## src/design/triangle_closest_point_to_origin_assert.svh

```systemverilog
// Assertion macros for the triangle closest-point block.
`ifndef TRIANGLE_CLOSEST_POINT_TO_ORIGIN_ASSERT_SVH
`define TRIANGLE_CLOSEST_POINT_TO_ORIGIN_ASSERT_SVH

// Same-cycle implication, sampled on clk, off while rst_n is low.
`define TCP_ASSERT_IMP(label, pre, post) \
    label: assert property (@(posedge clk) disable iff (!rst_n) (pre) |-> (post)) \
        else $error("tcp assertion failed");

// Next-cycle implication, sampled on clk, off while rst_n is low.
`define TCP_ASSERT_NXT(label, pre, post) \
    label: assert property (@(posedge clk) disable iff (!rst_n) (pre) |=> (post)) \
        else $error("tcp assertion failed");

`endif

```

## src/design/tcp_pkg.sv

```systemverilog
// Shared types and constants for the triangle closest-point block.
package tcp_pkg;

    // Operand slice width of the pipelined multipliers (17 x 17 signed cells + sign).
    localparam int MUL_CHUNK = 17;

    // Per-beat flags that ride along with the divider data.
    typedef struct packed {
        logic pos;      // determinant > 0
        logic enclosed; // lambdas inside the triangle
    } tag_t;

endpackage

```

## src/design/tcp_mul.sv

```systemverilog
// Three-stage pipelined signed multiplier built from small partial products.
module tcp_mul #(
    parameter int WA = 36,
    parameter int WB = 36
) (
    input  logic                    clk,
    input  logic signed [WA-1:0]    a,
    input  logic signed [WB-1:0]    b,
    output logic signed [WA+WB-1:0] p
);
    import tcp_pkg::*;

    localparam int CH = MUL_CHUNK;
    localparam int NA = (WA + CH - 1) / CH;
    localparam int NB = (WB + CH - 1) / CH;
    localparam int WP = WA + WB;

    logic signed [NA*CH-1:0] a_ext;
    logic signed [NB*CH-1:0] b_ext;
    logic signed [CH:0]      ach [NA];
    logic signed [CH:0]      bch [NB];
    logic signed [2*CH+1:0]  pp_reg [NA][NB];
    logic signed [WP-1:0]    row_next [NA];
    logic signed [WP-1:0]    row_reg [NA];
    logic signed [WP-1:0]    p_next;
    logic signed [WP-1:0]    p_reg;

    assign a_ext = (NA*CH)'(a);
    assign b_ext = (NB*CH)'(b);

    // low slices unsigned, top slice carries the sign
    always_comb
    begin
        for (int i = 0; i < NA; i++)
        begin
            if (i == NA - 1)
                ach[i] = $signed({a_ext[NA*CH-1], a_ext[i*CH +: CH]});
            else
                ach[i] = $signed({1'b0, a_ext[i*CH +: CH]});
        end
        for (int j = 0; j < NB; j++)
        begin
            if (j == NB - 1)
                bch[j] = $signed({b_ext[NB*CH-1], b_ext[j*CH +: CH]});
            else
                bch[j] = $signed({1'b0, b_ext[j*CH +: CH]});
        end
    end

    always_comb
    begin
        for (int i = 0; i < NA; i++)
        begin
            row_next[i] = '0;
            for (int j = 0; j < NB; j++)
                row_next[i] = row_next[i] + (WP'(pp_reg[i][j]) <<< (j*CH));
        end
        p_next = '0;
        for (int i = 0; i < NA; i++)
            p_next = p_next + (row_reg[i] <<< (i*CH));
    end

    always_ff @(posedge clk)
    begin
        for (int i = 0; i < NA; i++)
        begin
            for (int j = 0; j < NB; j++)
                pp_reg[i][j] <= ach[i] * bch[j];
            row_reg[i] <= row_next[i];
        end
        p_reg <= p_next;
    end

    assign p = p_reg;

endmodule

```

## config.mk

```make
export PLATFORM = sky130hd
export DESIGN_NAME = tcp_mul
export DESIGN_NICKNAME = d
export VERILOG_FILES = /design/src/design/triangle_closest_point_to_origin_assert.svh /design/src/design/tcp_pkg.sv /design/src/design/tcp_mul.sv
export SDC_FILE = /design/constraint.sdc
export NUM_CORES = 2
export LEC_CHECK = 0
export ABC_AREA = 1
export BUFFER_PORTS_ARGS = -buffer_cell sky130_fd_sc_hd__buf_2
export CORE_ASPECT_RATIO = 1.75
export CORE_MARGIN = 2
export CORE_UTILIZATION = 40
export CTS_CLUSTER_DIAMETER = 40
export CTS_CLUSTER_SIZE = 14
export DETAILED_ROUTE_END_ITERATION = 6
export GPL_TIMING_DRIVEN = 0
export HOLD_SLACK_MARGIN = 0.03
export PLACE_DENSITY_LB_ADDON = 0.08
export SYNTH_ARGS = -nofsm -noshare
export SYNTH_HDL_FRONTEND = slang
export SYNTH_SLANG_ARGS = --single-unit
```

## constraint.sdc

```tcl
create_clock -name clk -period 6 [get_ports clk]
set_input_delay 1.2 -clock clk [delete_from_list [all_inputs] [get_ports clk]]
set_output_delay 1.2 -clock clk [all_outputs]
set_load 0.01 [all_outputs]
```

==> parameters.txt <==
Parameter                              Value

Cells and area
  Non-filler instance count after layout ... 11400
  Final layout net count ... 11000
  Share of cells above drive strength 1 ... 8.66%
  Most common cell after layout, fill and taps aside ... sky130_fd_sc_hd__nand2_1
  Max FFs per register ... 220
  Layout area overhead ... 14.2%
  Commonest cells after routing, fill and taps aside ... 2556 x sky130_fd_sc_hd__nand2_1, 2227 x sky130_fd_sc_hd__inv_1, 941 x sky130_fd_sc_hd__fa_1, 689 x sky130_fd_sc_hd__ha_1, 467 x sky130_fd_sc_hd__nor2_1
  Layout fillers ... 17000

Logic synthesis
  Number of enable flip-flop cells after synthesis ... 0
  Warning count from the yosys run ... 0
  Sequential-to-total area share from yosys stat ... 13.8%
  Area share of the largest cell type after synthesis ... 28.7%
  Number of unique standard cell types used by synthesis ... 44
  Count of state elements after synthesis ... 456
  Mean cell area of the mapped netlist ... 7.31 µm²
  Post-Syn Nets ... 10800
  Async SR Flop Fraction ... 0%
  Top flip-flop cell by instance count after synthesis ... sky130_fd_sc_hd__dfxtp_1
  Cell types occupying the most area after synthesis ... sky130_fd_sc_hd__fa_1 29%, sky130_fd_sc_hd__nand2_1 15%, sky130_fd_sc_hd__ha_1 14%
  Cell Area, Synth ... 0.0661 mm²
  Post-synthesis instance total ... 9043
  Largest area contributor in the synthesized netlist ... sky130_fd_sc_hd__fa_1

Timing
  Final period utilization ... 99.8%
  Worst Skew ... 40.6 ps
  Slew at the pin with the worst max-slew slack ... 1250 ps
  Number of setup violations in the final report ... 0
  Max Clock Freq ... 167 MHz
  Fin. Hold Viols ... 0
  Final-layout worst hold slack ... 325 ps
  RSZ-0062 raised after global routing ... yes
  Relative max-transition margin ... 16.7%
  Minimum clock period ... 5990 ps
  Slew Viols, Final ... 0

Die
  Chip width ... 311 µm
  Initial cell density of the core ... 40.2%
  Core region area ... 0.164 mm²
  IO Pins ... 145
  Row count ... 197
  Die footprint ... 0.169 mm²
  Die boundary height ... 542 µm

GRT
  Final global-route overflow total ... 0
  Vias in the first global route ... 61500
  Number of antenna violations at the first check in global routing ... 22
  Global-route wire length before repair ... 393 mm
  GRT Resource Usage Total ... 32.2%
  Largest net degree at the start of global routing ... 20

Routing
  Antenna violation net count after detailed routing ... 0
  Avg WL per Cell ... 23.7 µm
  Average via count per standard cell ... 5.05
  Routed vias ... 57700
  Residual DRC ... 0
  Final wirelength ... 271 mm
  Number of optimization iterations in the first detailed-route pass ... 7
  Iteration-0 DRC Markers ... 3442

Placed design
  RePlAce Congestion ... 0.994
  Placed instance count ... 11300
  Port Buffers ... 74
  Total half-perimeter wirelength after legalization and detailed placement ... 231 mm

Clock tree
  Clock insertion delay at the later pin of the skew report ... 660 ps
  Cell at the root of the clock tree ... sky130_fd_sc_hd__clkbuf_16
  Clock sink total ... 456
  Number of buffers created by CTS ... 50
  CTS tree ... yes
  Post-cts hold buffer count ... 0
  Clock slew seen by the registers of the worst setup and hold paths ... 60 ps
  CTS H-Tree Depth ... 2
  Clock Tree Buf Depth ... 3

Run
  Reported max-cap violation count ... 0

Critical path
  Worst Setup End Kind ... flop
  Required time at the endpoint of the critical path ... 6470 ps
  Worst EP arrival ... 6460 ps
  Critical Setup Path Class ... input pin to flop
  Crit path launch type ... input pin
  Largest fanout on the critical path ... 10

Outcome
  Result of the run ... completed

Hold path
  Class of the most critical hold timing path ... flop to flop
-- area by class of cell --
cell class / instances / area [µm²] / share of cell area, %
clock buffers: 56 / 1300 / 1.73
repair buffers: 117 / 742 / 0.982
multi-input cells: 6055 / 48900 / 64.8
clock inverters: 25 / 380 / 0.504
diodes: 9 / 22.5 / 0.0298
plain buffers: 289 / 3880 / 5.13
flip-flops and latches: 456 / 9130 / 12.1
inverters: 2243 / 8420 / 11.1
well taps: 2189 / 2740 / 3.63
-- synthesized netlist by cell type, types with 2 or more instances --
cell and number:
sky130_fd_sc_hd__o211ai_1 10, sky130_fd_sc_hd__inv_2 12, sky130_fd_sc_hd__nor3_2 3, sky130_fd_sc_hd__nor2_4 2
sky130_fd_sc_hd__nor3_1 48, sky130_fd_sc_hd__nor2_2 25, sky130_fd_sc_hd__xor2_1 170, sky130_fd_sc_hd__nand4_1 55
sky130_fd_sc_hd__buf_1 8, sky130_fd_sc_hd__fa_1 949, sky130_fd_sc_hd__o21bai_1 22, sky130_fd_sc_hd__nor2_1 512
sky130_fd_sc_hd__and2_1 8, sky130_fd_sc_hd__nand3b_1 16, sky130_fd_sc_hd__nand3_2 6, sky130_fd_sc_hd__dfxtp_1 456
sky130_fd_sc_hd__nand3_1 246, sky130_fd_sc_hd__and3_1 3, sky130_fd_sc_hd__o21a_1 9, sky130_fd_sc_hd__nand2_2 14
sky130_fd_sc_hd__o21ai_1 11, sky130_fd_sc_hd__o21ai_2 9, sky130_fd_sc_hd__clkinv_1 2, sky130_fd_sc_hd__o21ai_0 152
sky130_fd_sc_hd__a21o_1 41, sky130_fd_sc_hd__ha_1 732, sky130_fd_sc_hd__a21boi_0 6, sky130_fd_sc_hd__xnor2_1 50
sky130_fd_sc_hd__nor4_1 6, sky130_fd_sc_hd__nand2_1 2610, sky130_fd_sc_hd__inv_1 2229, sky130_fd_sc_hd__a31oi_1 7
sky130_fd_sc_hd__clkbuf_1 280, sky130_fd_sc_hd__a21oi_1 324
-- repair_timing --
item / CTS / global route
endpoints found under the setup margin: 97 / 69
resized for setup: 606 / 391
pin swaps: 15 / 52
hold endpoints to repair: 0 / 0
buffers inserted: 19 / 23
-- cell families after synthesis --
| kind of cell | share of synthesized area, % |
|---|---|
| simple gates | 21.4 |
| buf+inv | 14.4 |
| fa+ha+maj | 42.6 |
| compound gates | 4.92 |
| flops | 13.8 |
| xor+xnor | 2.91 |
-- path summary, 6_finish.rpt --
check / start / endpoint / slack (ps) / cells past startpoint
worst max-delay path: b[3] / pp_reg[1][83] / 10 / 20
worst min-delay path: pp_reg[1][79] / row_reg[0][79] / 330 / 0
worst max register to register: row_reg[0][115] / p[68] / 2760 / 11
worst min register to register: pp_reg[1][79] / row_reg[0][79] / 330 / 0
-- layer usage --
layer / vias to the layer above / wire length, µm / part of all wire, % / track usage [%]
li1: 26900 / - / - / -
met1: 28100 / 90500 / 33 / 31.8
met2: 1820 / 140000 / 52 / 60.3
met3: 846 / 13100 / 4.8 / 3.91
met4: 14 / 27500 / 10 / 26.0
met5: - / 115 / 0.042 / 0
-- stage by stage --
stage	utilization, %	area (µm²)	TNS (ps)	worst slack [ps]
3_5_place_dp	42.5	69800	-163340	-2230
5_1_grt	45.9	75500	-273	-62.6
6_report	45.9	75500	0	11.8
2_1_floorplan	-	66700	-41.3	-19.1
4_1_cts	45.1	74200	-22.5	-22.5
3_3_place_gp	42.4	69800	-173190	-2210
-- worst max-delay path, cell delays in order --
cell	delay, ps
sky130_fd_sc_hd__clkbuf_8	180
sky130_fd_sc_hd__clkbuf_4	290
sky130_fd_sc_hd__nand2_1	100
sky130_fd_sc_hd__inv_1	60
sky130_fd_sc_hd__fa_1	510
sky130_fd_sc_hd__inv_1	60
sky130_fd_sc_hd__fa_1	500
sky130_fd_sc_hd__inv_1	50
sky130_fd_sc_hd__ha_1	220
sky130_fd_sc_hd__fa_1	490
sky130_fd_sc_hd__fa_1	490
sky130_fd_sc_hd__inv_1	50
sky130_fd_sc_hd__fa_1	520
sky130_fd_sc_hd__inv_1	40
sky130_fd_sc_hd__ha_2	370
sky130_fd_sc_hd__nand2_1	140
sky130_fd_sc_hd__nor2_2	140
sky130_fd_sc_hd__nand2_1	70
sky130_fd_sc_hd__o211ai_1	210
sky130_fd_sc_hd__xor2_2	730
Power is not shown: default switching activity piles up to over one toggle a cycle in this logic, so the estimate is an artifact.
